--- src/hdl/npcs_pkg.sv ---
// Shared types, codes and helpers for the nearest palette color search block.
// No dependencies; every other file of the block but npcs_ram imports this package.
package npcs_pkg;

  // Command codes carried by an input word
  localparam logic CMD_WRITE = 1'b0;
  localparam logic CMD_QUERY = 1'b1;

  // Fixed field widths
  localparam int unsigned ChanW  = 8;
  localparam int unsigned IndexW = 8;
  localparam int unsigned DistW  = 10;
  localparam int unsigned SizeW  = 9;
  localparam int unsigned WordW  = 4 * ChanW;

  // Input word
  typedef struct packed {
    logic              cmd;
    logic [IndexW-1:0] entry_index;
    logic [ChanW-1:0]  red;
    logic [ChanW-1:0]  green;
    logic [ChanW-1:0]  blue;
    logic [ChanW-1:0]  alpha;
  } npcs_in_t;

  // Result word
  typedef struct packed {
    logic              found;
    logic [IndexW-1:0] nearest_index;
    logic [DistW-1:0]  best_distance;
  } npcs_out_t;

  // Controller states
  typedef enum logic [1:0] {
    ST_IDLE,
    ST_SCAN,
    ST_LAST,
    ST_DONE
  } npcs_state_e;

  // Controller to datapath commands
  typedef struct packed {
    logic              start;    // clear best, capture query color
    logic              wr_en;    // store the input word in the palette
    logic              rd_en;    // read one palette entry
    logic [IndexW-1:0] rd_addr;
    logic              cmp_en;   // read data valid, compare it
    logic [IndexW-1:0] cmp_idx;
    logic              out_load; // move best into the output register
  } npcs_cmd_t;

  // Absolute difference of two channels
  function automatic logic [ChanW-1:0] abs_diff(input logic [ChanW-1:0] a,
                                                input logic [ChanW-1:0] b);
    return (a >= b) ? (a - b) : (b - a);
  endfunction

endpackage

--- src/hdl/npcs_ctrl.sv ---
// Controller: handshakes, palette size register, scan counter and sequencing FSM.
// Depends on npcs_pkg.
module npcs_ctrl #(
  parameter int unsigned PALETTE_DEPTH = 256
) (
  input  logic                      clk_i,
  input  logic                      rst_ni,
  input  logic                      in_valid_i,
  output logic                      in_ready_o,
  input  logic                      in_cmd_i,
  output logic                      out_valid_o,
  input  logic                      out_ready_i,
  input  logic                      cfg_we_i,
  input  logic [npcs_pkg::SizeW-1:0] cfg_wdata_i,
  output npcs_pkg::npcs_cmd_t       cmd_o
);
  import npcs_pkg::*;

  localparam int unsigned IdxW = $clog2(PALETTE_DEPTH);
  localparam int unsigned CntW = $clog2(PALETTE_DEPTH + 1);
  localparam logic [SizeW-1:0] DepthL = SizeW'(PALETTE_DEPTH);
  localparam logic [CntW-1:0] CntOne = CntW'(1);

  npcs_state_e     state_q, state_d;
  logic [CntW-1:0] size_q, size_d;
  logic [CntW-1:0] addr_q, addr_d;
  logic            rd_vld_q;
  logic [IdxW-1:0] rd_idx_q;
  logic            out_valid_q, out_valid_d;
  logic            in_acc;
  logic            query_acc;
  logic            out_free;

  assign in_acc    = in_valid_i && in_ready_o;
  assign query_acc = in_acc && (in_cmd_i == CMD_QUERY);
  assign out_free  = !out_valid_q || out_ready_i;

  // Palette size register, saturating at the palette depth
  always_comb begin
    size_d = size_q;
    if (cfg_we_i) begin
      size_d = (cfg_wdata_i > DepthL) ? CntW'(DepthL) : CntW'(cfg_wdata_i);
    end
  end

  // Next state
  always_comb begin
    state_d = state_q;
    unique case (state_q)
      ST_IDLE: begin
        if (query_acc) begin
          state_d = (size_q == '0) ? ST_DONE : ST_SCAN;
        end
      end
      ST_SCAN: begin
        if (addr_q == size_q - CntOne) begin
          state_d = ST_LAST;
        end
      end
      ST_LAST: state_d = ST_DONE;
      ST_DONE: begin
        if (out_free) begin
          state_d = ST_IDLE;
        end
      end
      default: state_d = ST_IDLE;
    endcase
  end

  // Outputs and counter
  always_comb begin
    in_ready_o     = 1'b0;
    addr_d         = addr_q;
    cmd_o          = '0;
    cmd_o.cmp_en   = rd_vld_q;
    cmd_o.cmp_idx  = IndexW'(rd_idx_q);
    unique case (state_q)
      ST_IDLE: begin
        in_ready_o  = 1'b1;
        addr_d      = '0;
        cmd_o.start = query_acc;
        cmd_o.wr_en = in_acc && (in_cmd_i == CMD_WRITE);
      end
      ST_SCAN: begin
        cmd_o.rd_en   = 1'b1;
        cmd_o.rd_addr = IndexW'(addr_q[IdxW-1:0]);
        addr_d        = addr_q + CntOne;
      end
      ST_LAST: ;
      ST_DONE: cmd_o.out_load = out_free;
      default: ;
    endcase
  end

  // Result valid flag
  always_comb begin
    out_valid_d = out_valid_q;
    if (out_valid_q && out_ready_i) begin
      out_valid_d = 1'b0;
    end
    if (cmd_o.out_load) begin
      out_valid_d = 1'b1;
    end
  end

  assign out_valid_o = out_valid_q;

  always_ff @(posedge clk_i or negedge rst_ni) begin
    if (!rst_ni) begin
      state_q     <= ST_IDLE;
      size_q      <= '0;
      addr_q      <= '0;
      rd_vld_q    <= 1'b0;
      rd_idx_q    <= '0;
      out_valid_q <= 1'b0;
    end else begin
      state_q     <= state_d;
      size_q      <= size_d;
      addr_q      <= addr_d;
      rd_vld_q    <= cmd_o.rd_en;
      rd_idx_q    <= addr_q[IdxW-1:0];
      out_valid_q <= out_valid_d;
    end
  end

  // A result is never loaded over one that is still waiting
  a_no_overwrite: assert property (@(posedge clk_i) disable iff (!rst_ni)
    cmd_o.out_load |-> (!out_valid_q || out_ready_i))
    else $error("result overwritten");

  // Reads stay inside the configured palette size
  a_rd_range: assert property (@(posedge clk_i) disable iff (!rst_ni)
    cmd_o.rd_en |-> addr_q < size_q)
    else $error("read beyond palette size");

  // A query on a non-empty palette starts a scan
  a_scan_start: assert property (@(posedge clk_i) disable iff (!rst_ni)
    (query_acc && size_q != '0) |=> state_q == ST_SCAN)
    else $error("scan did not start");

  // Compare follows every read in the next cycle
  a_cmp_follows: assert property (@(posedge clk_i) disable iff (!rst_ni)
    cmd_o.rd_en |=> cmd_o.cmp_en)
    else $error("read data not compared");

endmodule

--- config.mk ---
export PLATFORM = sky130hd
export DESIGN_NAME = npcs_ctrl
export DESIGN_NICKNAME = d
export VERILOG_FILES = /design/src/hdl/npcs_pkg.sv /design/src/hdl/npcs_ctrl.sv
export SDC_FILE = /design/constraint.sdc
export NUM_CORES = 1
export LEC_CHECK = 0
export CORE_MARGIN = 2
export CORE_UTILIZATION = 31
export DETAILED_ROUTE_END_ITERATION = 10
export DONT_BUFFER_PORTS = 1
export SLEW_MARGIN = 5
export SYNTH_ARGS = -nofsm -noshare
export SYNTH_HDL_FRONTEND = slang
export SYNTH_SLANG_ARGS = --single-unit
--- constraint.sdc ---
create_clock -name clk_i -period 2.03 [get_ports clk_i]
set_clock_uncertainty 0.1 [all_clocks]
set_input_delay 0.609 -clock clk_i [delete_from_list [all_inputs] [get_ports clk_i]]
set_output_delay 0.609 -clock clk_i [all_outputs]
set_load 0.01 [all_outputs]
# Yosys cells after proc, flatten, opt, wreduce, memory -nomap -nowiden

Index checks and enable logic that the tools add are counted.

Bits in read-only memories: 0
Output and inout bits: 23
Latch bits: 0
Logic and storage cells: 41
Memories: 0
RAM bits: 0
Input bits: 15
Flip-flop bits (word level): 30

Bitwise operators: 1
Multiply operators: 0
Order comparisons: 1
Reduce and logical (&&, ||, !) cells: 11
Div/mod/pow operators: 0
$add $sub $neg: 2
Equality and inequality tests: 7
Mux-type cells: 13
Shift operators: 0

Operator list:

| kind                                                               | number |
|---|---|
| 9-bit two-way mux                                                  | 2 |
| 9-bit case mux with 2 select lines                                 | 1 |
| 2-bit two-way mux                                                  | 5 |
| 9-bit by 1-bit adder with 9-bit output, second input constant      | 1 |
| 9-bit == test                                                      | 1 |
| 9-bit > comparator, second input constant                          | 1 |
| 9-bit logical NOT                                                  | 1 |
| 9-bit by 1-bit subtractor with 9-bit output, second input constant | 1 |
| 2-bit case mux with 4 select lines                                 | 1 |
| 2-bit inequality test, second input constant                       | 3 |
| 2-bit == test, second input constant                               | 2 |
| 1-bit logical AND                                                  | 4 |
| 1-bit two-way mux                                                  | 4 |
| 2-bit nonzero test                                                 | 2 |
| 3-bit AND reduction                                                | 1 |
| 2-bit by 1-bit == test with 1-bit output, second input constant    | 1 |
| 2-bit logical NOT                                                  | 1 |
| 1-bit logical NOT                                                  | 1 |
| 1-bit logical OR                                                   | 1 |
| 1-bit NOT                                                          | 1 |

# Logic depth before layout (Yosys ltp)

Gate-level depths: netlist (run 1).

Depth after elaboration: 6
Mapped depth: 8
Mapped depth without buffers: 8

# Worst setup path before layout (run 1)

Ideal clock, no wire load.

Kind: reg2reg
Start point: reg size_q[0]
End point: reg state_q[1]
Arrival: 1771 ps
Setup time: 125 ps
Path buffers: 0
Setup slack: 34 ps
Period minus slack after synthesis: 1996 ps
Required time: 1805 ps
Cell stages (with the launch flop): 9
Path through: dfrtp_1 > inv_1 > ha_1 > nor3b_4 > a221oi_1 > a31oi_1 > o21ai_1 > a22oi_2 > mux2_4

Cells in the longest elaborated chain, start to end: 4
Elaborated cells on any way between the ends: 8
Those cells by class: add/sub: 1; eq/ne: 2; mux: 3; reduce/logical: 2

Ends and longest elaborated chain:

| item                                                                                | line                             | RTL |
|---|---|---|
| start, declared                                                                     | npcs_ctrl.sv:25                  | `logic [CntW-1:0] size_q, size_d;` |
| start signal, assigned                                                              | npcs_ctrl.sv:118                 | `size_q <= size_d;` |
| 9-bit by 1-bit subtractor with 9-bit output or 9-bit logical NOT (tied branches)    | npcs_ctrl.sv:56, npcs_ctrl.sv:52 |  |
| 9-bit == test or 2-bit two-way mux (tied branches)                                  | npcs_ctrl.sv:56, npcs_ctrl.sv:52 |  |
| 2-bit inequality test (no line) or 2-bit two-way mux (tied branches)                | n/a                              |  |
| 3-bit AND reduction (no line) or 2-bit case mux with 4 select lines (tied branches) | n/a                              |  |
| end signal, assigned                                                                | npcs_ctrl.sv:117                 | `state_q <= state_d;` |
| end, declared                                                                       | npcs_ctrl.sv:24                  | `npcs_state_e state_q, state_d;` |

Parallel ways exist; a longest one is shown, timed or not. The select of a mux whose other input is x is not followed.
A chain may end at the register's enable or synchronous reset.

# Worst setup path after layout (run 1)

Start point: reg size_q[1]
End point: reg state_q[1]

Same word-level chain as after synthesis.

==> flow_summary.yaml, run 1 <==
run_status:
  status: "complete, no violations"
logic_synthesis:
  synth_top_family_by_area: "simple AND/OR/NAND/NOR gates"
  syn_area_per_cell_um2: 10.2
  synth-seq-cells: 30
  synthMuxAreaShare: 0.0349
  netlist-cell-type-count: 33
  syn_area_um2: 1620
  synth_compound_area_frac: 0.0991
  synthesis.nets: 179
  ys_warn_count: 0
  async_flop_share: 1.00
  synth-adder-area-share: 0.0465
  synth-xor-area-share: 0.0759
  synth_edf_count: 0
  seq_area_frac_synth: 0.465
  synthSimpleGateAreaFrac: 0.226
  synthFlopType: "dfrtp_1"
  netlist_instances: 158
sta:
  report.final.slew_viol_count: 0
  worst_slew_pin_slew_ns: 0.296
  setup_viol: 0
  relSlewSlack: 0.803
  hold_viol: 0
  finalCritPeriodShare: 0.990
  tns_ns: 0
  fmax_mhz: 498
  hold_slack_ns: 0.0317
  finalCriticalPeriod_ns: 2.01
  rsz0062_at_grt: "yes"
clock_tree:
  tritoncts: "done"
  cts_max_level: 2
  cts_root_buffer: "clkbuf_8"
  clk_latency_ns: 0.29
  clk_pin_slew_worst_paths_ns: 0.07
  cts_sinks: 30
  cts_buffers: 5
  clockBufferDepth: 2
critical_path:
  cp_max_fo: 6
  crit_buf_inv: 1
  required_ns: 2.10
  cp_data_arrival_time_ns: 2.08
  end_kind: "flip-flop"
  worst-r2r-cell-count: 8
  worstSetupStartpointType: "flip-flop"
  slowest_delay_ns: 0.42
  crit_chain: "inv_2, ha_4, nor3b_4, a221oi_2, a31oi_1, o21ai_1, a22oi_2, mux2_4"
  crit_slowest_cell: "dfrtp_1"
  ff2ff_setup_slack_ns: 0.02
  crit_family: "compound AO/OA/AOI/OAI gates"
  reg2reg_to: "state_q[1]$_DFFE_PN0P_"
  crit_type: "flip-flop to flip-flop"
  timing.rr.start: "size_q[1]$_DFFE_PN0P_"
placement:
  place_hpwl_mm: 2.25
  io_buffers: 0
  gp_congestion: 0.796
  placed_cells: 234
cells_and_area:
  drive_above_1_share: 0.275
  diodes: 0
  stdcell_count: 248
  area_delta_synth_final_pct: 23.2
  final_common_cell: "dfrtp_1"
  final_util: 0.392
  nets: 198
  layout_common_cells: "30 x dfrtp_1, 17 x buf_4, 15 x o21ai_0"
floorplan:
  die_width_um: 76.2
  dieArea_um2: 5800
  core_area_um2: 5070
  ios: 38
  fp.dieH_um: 76.2
  initial_utilization: 0.318
  rows: 26
power_and_ir_drop:
  vdd_drop_max_mv: 0.389
  p_per_area_nw_per_um2: 1090
  leakage_uw: 0.000887
global_route:
  grt_usage: 0.114
  antenna_found_initial: 0
  grt_max_degree: 31
  grt_overflow: 0
  grt_pass1_vias: 1108
  grt_pass1_wl_mm: 5.22
drt:
  wl_mm: 3.12
  drc: 0
  vias: 1137
  wl_per_cell_um: 12.6
  via_per_inst: 4.58
  drt_iter0_drc: 28
  postRouteAntennaNets: 0
  drt_first_pass_iters: 4
hold_path:
  hold_path_class: "primary input to asynchronous set/reset pin"
run:
  drv_cap: 0
## sequential cells by signal (all words and copies together), names as in the netlist
| name | flops |
|---|---|
| rd_idx_q | 8 |
| out_valid_o | 1 |
| size_q | 9 |
| rd_vld_q | 1 |
| addr_q | 9 |
| state_q | 2 |
## area by class of cell
type	count	area [um^2]
Clock buffer	6	82.6
Clock inverter	2	12.5
Fill cell	506	3080
Inverter	13	48.8
Multi-Input combinational cell	108	850
Sequential cell	30	751
Tap cell	70	87.6
Timing Repair Buffer	19	159
## worst max-delay path by stage
stage	from	cells past startpoint	slack [ns]	endpoint
after floorplan	size_q[0]$_DFFE_PN0P_	8	0.03	state_q[1]$_DFFE_PN0P_
after global placement	size_q[0]$_DFFE_PN0P_	8	0.02	state_q[1]$_DFFE_PN0P_
after detailed placement	size_q[0]$_DFFE_PN0P_	8	-0.05	state_q[1]$_DFFE_PN0P_
after CTS	size_q[1]$_DFFE_PN0P_	7	0.005	state_q[1]$_DFFE_PN0P_
after global routing	size_q[1]$_DFFE_PN0P_	8	-0.10	state_q[1]$_DFFE_PN0P_
final	size_q[1]$_DFFE_PN0P_	8	0.02	state_q[1]$_DFFE_PN0P_
## Yosys cell counts (all sizes together) (2+ instances only)
cell,instances,area [um^2]
xor2,8,70.1
nand3,8,40.0
clkbuf,4,16.3
mux2,2,26.3
mux2i,3,30.0
o21ai,17,85.1
inv,13,48.8
nand4,2,12.5
nand3b,9,67.6
nor3,4,20.0
a31oi,2,12.5
nor4,3,46.3
nand2b,4,25.0
nor2,5,18.8
xnor2,6,52.6
ha,6,75.1
dfrtp,30,751
nand2,12,45.0
and2,9,56.3
buf,3,20.0
## stage by stage
step | total power [uW] | area [um^2] | setup WS [ns]
detailed placement | 1540 | 1760 | -0.0513
CTS | 2150 | 1930 | 0.00513
floorplan | 1360 | 1620 | 0.0336
global route | 2300 | 1990 | -0.100
finish | 2170 | 1990 | 0.0201
global placement | 1520 | 1760 | 0.0179
## worst register-to-register path, delay by kind of cell, from the launching register on
kind                     cells  cell delay [ns]
AO/OA/AOI/OAI                4             0.55
flip-flops                   1             0.42
multiplexers                 1             0.31
AND/OR/NAND/NOR              1             0.29
adder cells (fa/ha/maj)      1             0.12
buffers and inverters        1             0.10
## power by group
part / internal [uW] / leakage, uW / switching [uW]
registers: 708 / 0.000398 / 142
logic: 411 / 0.000443 / 391
clock network: 272 / 0.0000472 / 241
## per-layer routing
layer  GRT usage  vias up  wire length, um
li1            -      571                -
met1       0.145      525             1520
met2       0.179       37             1380
met3      0.0391        4              180
met4      0.0436        0               36
met5           0        -                0
## repair_timing
| action | CTS | global route |
|---|---|---|
| cloned | 0 | 0 |
| pin swaps | 1 | 5 |
| setup endpoints to repair | 11 | 10 |
| buffers inserted | 3 | 2 |
| endpoints found under the hold margin | 30 | 0 |
| resized for setup | 6 | 13 |
| hold buffers | 1 | 0 |
## logic make-up (layout without fill, tap and decap cells)
logic type      Yosys count  count (layout)
compound gates           24              24
xor+xnor                 14              14
fa+ha+maj                 6               6
buf+inv                  20              40
flops                    30              30
mux                       5               5
simple gates             59              59
No activity file was read; power rests on OpenSTA's default activity.
==> inputs of run 2 (changes only) <==
- CORE_ASPECT_RATIO: unset -> 0.75
==> run 2 against run 1 <==
The flow now finishes with violations (negative setup slack). Critical path depth is 2 lower. Via count rose by 3.5%. Final cell count is 2.0% lower. Count of clock-buffer cells in the layout is the same. Hold slack gained 0.011 ns. Utilization is 1.7 points higher. Routed wire length is 10% higher. Non-clock buffer count rose by 5. Total power up 7.0%. Sequential share of layout area is 0.64 points lower. Maximum frequency down 2.5%. Register-to-register slack got worse by 0.05 ns. Critical endpoint unchanged. Highest routed layer unchanged.
==> flow_summary.yaml, run 2 (same netlist as run 1, synthesis figures left out) <==
sta:
  report.final.slew_viol_count: 0
  tns_ns: -0.0481
  relSlewSlack: 0.682
  fin_ws_ns: -0.0322
  setup_viol: 2
  worst_slew_pin_slew_ns: 0.473
  finalCritPeriodShare: 1.02
  hold_viol: 0
  fmax_mhz: 485
  finalCriticalPeriod_ns: 2.06
  rsz0062_at_grt: "yes"
floorplan:
  die_width_um: 87.4
  dieArea_um2: 5810
  rows: 22
  initial_utilization: 0.326
  fp.dieH_um: 66.5
  ios: 38
  core_area_um2: 4950
cells_and_area:
  final_util: 0.409
  drive_above_1_share: 0.322
  stdcell_count: 243
  nets: 203
  layout_common_cells: "29 x dfrtp_1, 21 x buf_4, 15 x o21ai_0"
  diodes: 0
  fillerInstances: 482
  largestRegisters: "addr_q (9), size_q (9), rd_idx_q (8)"
  multi_input_area_um2: 857
  seq_area_um2: 752
  area_delta_synth_final_pct: 25.6
  final_common_cell: "dfrtp_1"
power_and_ir_drop:
  totalPowerFinal_uw: 2320
  p_per_area_nw_per_um2: 1140
  leakage_uw: 0.000908
  vdd_drop_max_mv: 0.312
placement:
  place_hpwl_mm: 2.36
  placed_cells: 224
  detailedPlace.worstSlack_ns: -0.0501
  gp_congestion: 0.761
  io_buffers: 0
run_status:
  violations: "negative setup slack"
  status: "finished, violations left"
run:
  drv_cap: 0
global_route:
  grt_pass1_wl_mm: 5.43
  antenna_found_initial: 0
  grt_usage: 0.124
  grt_max_degree: 31
  grt_pass1_vias: 1092
  grt_overflow: 0
critical_path:
  cp_data_arrival_time_ns: 2.13
  worstSetupStartpointType: "flip-flop"
  required_ns: 2.10
  worst-r2r-cell-count: 6
  end_kind: "flip-flop"
  cp_max_fo: 4
  ff2ff_setup_slack_ns: -0.03
  crit_type: "flip-flop to flip-flop"
clock_tree:
  cts_root_buffer: "clkbuf_8"
  clk_latency_ns: 0.29
  cts_sinks: 30
  tritoncts: "done"
  cts_buffers: 5
  clockBufferDepth: 2
  clk_pin_slew_worst_paths_ns: 0.07
  cts_max_level: 2
drt:
  drt_first_pass_iters: 4
  drt_iter0_drc: 39
  drc: 0
  via_per_inst: 4.84
  vias: 1177
  wl_mm: 3.44
  postRouteAntennaNets: 0
  wl_per_cell_um: 14.2
hold_path:
  hold_path_class: "primary input to asynchronous set/reset pin"
run 2: what timing repair did:
item	4_1_cts	5_1_grt
cloned	0	0
hold endpoints to repair	30	0
buffers inserted	5	5
setup endpoints to repair	12	10
pin swaps	1	2
resized for setup	11	14
hold buffers	1	0
run 2: worst max-delay path, stage by stage (launching register included):
cell and delay, ns:
dfrtp_1 0.45, nor4_2 0.45, o21ai_1 0.15, a31oi_1 0.21, o21ai_2 0.07, a22oi_2 0.18
mux2_4 0.32
run 2: layer usage:
layer,up-vias,GRT usage,routed length (um)
met2,37,0.172,1430
met5,-,0,0
met1,552,0.179,1790
li1,583,-,-
met4,0,0.0404,27
met3,5,0.0409,185
run 2: power by group:
group	total, uW	internal (uW)	switching (uW)
clock	523	272	251
combinational	952	504	448
sequential	843	710	132
run 2: cell type report:
| cell class | instances | area share |
|---|---|---|
| well taps | 60 | 0.0370 |
| repair buffers | 24 | 0.0987 |
| multi-input cells | 108 | 0.423 |
| inverters | 13 | 0.0241 |
| clock inverters | 2 | 0.00617 |
| clock buffers | 6 | 0.0407 |
| flip-flops and latches | 30 | 0.371 |
run 2: path summary, 6_finish.rpt:
check                                         endpoint                  start
worst max-delay path            state_q[1]$_DFFE_PN0P_  size_q[2]$_DFFE_PN0P_
worst min-delay path             rd_idx_q[5]$_DFF_PN0_                 rst_ni
worst max register to register  state_q[1]$_DFFE_PN0P_  size_q[2]$_DFFE_PN0P_
worst min register to register   rd_idx_q[5]$_DFF_PN0_  addr_q[5]$_DFFE_PN0P_
max in group asynchronous       state_q[0]$_DFFE_PN0P_                 rst_ni
min in group clk_i               size_q[6]$_DFFE_PN0P_               cfg_we_i
run 2: metrics by stage:
step	hold slack (ns)	instance area, um^2
after floorplan	0.213	1620
after global placement	0.214	1750
after detailed placement	0.214	1750
after CTS	0.0401	1940
after global routing	0.0456	2030
final	0.0425	2030
==> inputs of run 3 (changes only) <==
- CORE_MARGIN: 2 -> 3
- TNS_END_PERCENT: unset -> 100
==> run 3 against run 2 <==
The run still ends with negative setup slack left. Highest routed layer unchanged. Hold slack improved by 0.0022 ns. Routed wire length shrank 5.0%. Critical path depth grew 2. Count of clock-buffer cells in the layout unchanged. Final cell count unchanged. Maximum frequency rose by 0.59%. Clock power grew 45%. Register-to-register slack barely moved. Critical path type unchanged. Cell area rose by 2.9%. Worst setup slack improved by 0.012 ns.
==> flow_summary.yaml, run 3 (same netlist as run 1, synthesis figures left out) <==
critical_path:
  required_ns: 2.10
  slowest_delay_ns: 0.41
  crit_chain: "inv_2, ha_4, nor3b_4, a221oi_2, a31oi_1, o21ai_1, a22oi_2, mux2_4"
  crit_slowest_cell: "dfrtp_1"
  crit_buf_inv: 1
  end_kind: "flip-flop"
  cp_data_arrival_time_ns: 2.12
  crit_type: "flip-flop to flip-flop"
  crit_family: "compound AO/OA/AOI/OAI gates"
  worstSetupStartpointType: "flip-flop"
  cp_max_fo: 6
clock_tree:
  clk_pin_slew_worst_paths_ns: 0.07
  cts_sinks: 30
  cts_root_buffer: "clkbuf_8"
  tritoncts: "done"
  cts_max_level: 2
  cts_buffers: 5
  clk_latency_ns: 0.28
  clockBufferDepth: 2
floorplan:
  dieArea_um2: 6120
  initial_utilization: 0.326
  core_area_um2: 4950
  die_width_um: 89.4
  ios: 38
  rows: 22
  fp.dieH_um: 68.5
drt:
  drt_iter0_drc: 23
  postRouteAntennaNets: 0
  drc: 0
  wl_per_cell_um: 13.4
  wl_mm: 3.27
  drt_first_pass_iters: 4
  vias: 1177
  via_per_inst: 4.84
sta:
  report.final.slew_viol_count: 0
  hold_viol: 0
  tns_ns: -0.0201
  finalCriticalPeriod_ns: 2.05
  rsz0062_at_grt: "yes"
  worst_slew_pin_slew_ns: 0.348
  setup_viol: 1
  fin_ws_ns: -0.0201
  finalCritPeriodShare: 1.01
  hold_slack_ns: 0.0447
  relSlewSlack: 0.768
  fmax_mhz: 488
cells_and_area:
  final_cell_area_um2: 2090
  diodes: 0
  final_util: 0.421
  multi_input_area_um2: 866
  fillerInstances: 471
  drive_above_1_share: 0.328
  seq_area_um2: 751
  final_common_cell: "dfrtp_1"
  layout_common_cells: "30 x dfrtp_1, 20 x buf_4, 15 x o21ai_0"
  largestRegisters: "addr_q (9), size_q (9), rd_idx_q (8)"
  nets: 203
  area_delta_synth_final_pct: 29.2
global_route:
  antenna_found_initial: 0
  grt_overflow: 0
  grt_pass1_vias: 1197
  grt_pass1_wl_mm: 5.52
  grt_max_degree: 31
  grt_usage: 0.121
run_status:
  status: "finished, violations left"
  violations: "negative setup slack"
power_and_ir_drop:
  p_per_area_nw_per_um2: 1170
  vdd_drop_max_mv: 0.384
  leakage_uw: 0.000946
placement:
  place_hpwl_mm: 2.32
  io_buffers: 0
  postPlaceCellArea_um2: 1760
  gp_congestion: 0.780
run:
  drv_cap: 0
hold_path:
  hold_path_class: "primary input to asynchronous set/reset pin"
[run 3: changes by cell type in the layout (fill, tap and decap cells not counted), sizes merged]
cell and delta:
clkinv -1, clkinvlp -1, bufinv +2
[run 3: path summary, 6_finish.rpt]
check,startpoint,end,slack [ns],cells past startpoint
setup reg to reg,size_q[1]$_DFFE_PN0P_,state_q[1]$_DFFE_PN0P_,-0.02,8
hold / removal,rst_ni,size_q[2]$_DFFE_PN0P_,0.04,1
setup / recovery,size_q[1]$_DFFE_PN0P_,state_q[1]$_DFFE_PN0P_,-0.02,8
hold reg to reg,addr_q[2]$_DFFE_PN0P_,rd_idx_q[2]$_DFF_PN0_,0.41,0
max in group asynchronous,rst_ni,rd_idx_q[1]$_DFF_PN0_,1.62,1
min in group clk_i,cfg_we_i,size_q[0]$_DFFE_PN0P_,0.31,1
[run 3: timing repair]
action,CTS,global route
setup buffers,5,5
setup endpoints to repair,10,11
endpoints found under the hold margin,30,0
gates resized for setup,5,21
hold buffers,1,0
pin swaps,2,7
[run 3: through the flow]
step / setup slack [ns] / power [uW] / std cells
final: -0.0201 / 2430 / 243
after global routing: -0.156 / 2610 / 243
after CTS: -0.0375 / 2370 / 239
after detailed placement: -0.0339 / 1550 / 225
after global placement: 0.0261 / 1540 / 225
after floorplan: 0.0336 / 1360 / 158
[run 3: layer usage]
layer	global-route usage	routed length, um
met1	0.161	1630
met2	0.184	1400
met3	0.0451	225
met4	0.0372	15
met5	0	0
[run 3: area by class of cell]
class,count,share of cell area
multi-input cells,108,0.415
inverters,13,0.0234
flip-flops and latches,30,0.360
clock buffers,6,0.0396
repair buffers,24,0.0977
well taps,60,0.0360
clock inverters,2,0.0288
[run 3: power breakdown]
part	total, uW	internal [uW]	switching (uW)
combinational	837	429	408
sequential	841	709	133
clock	757	523	233
total	2430	1660	774
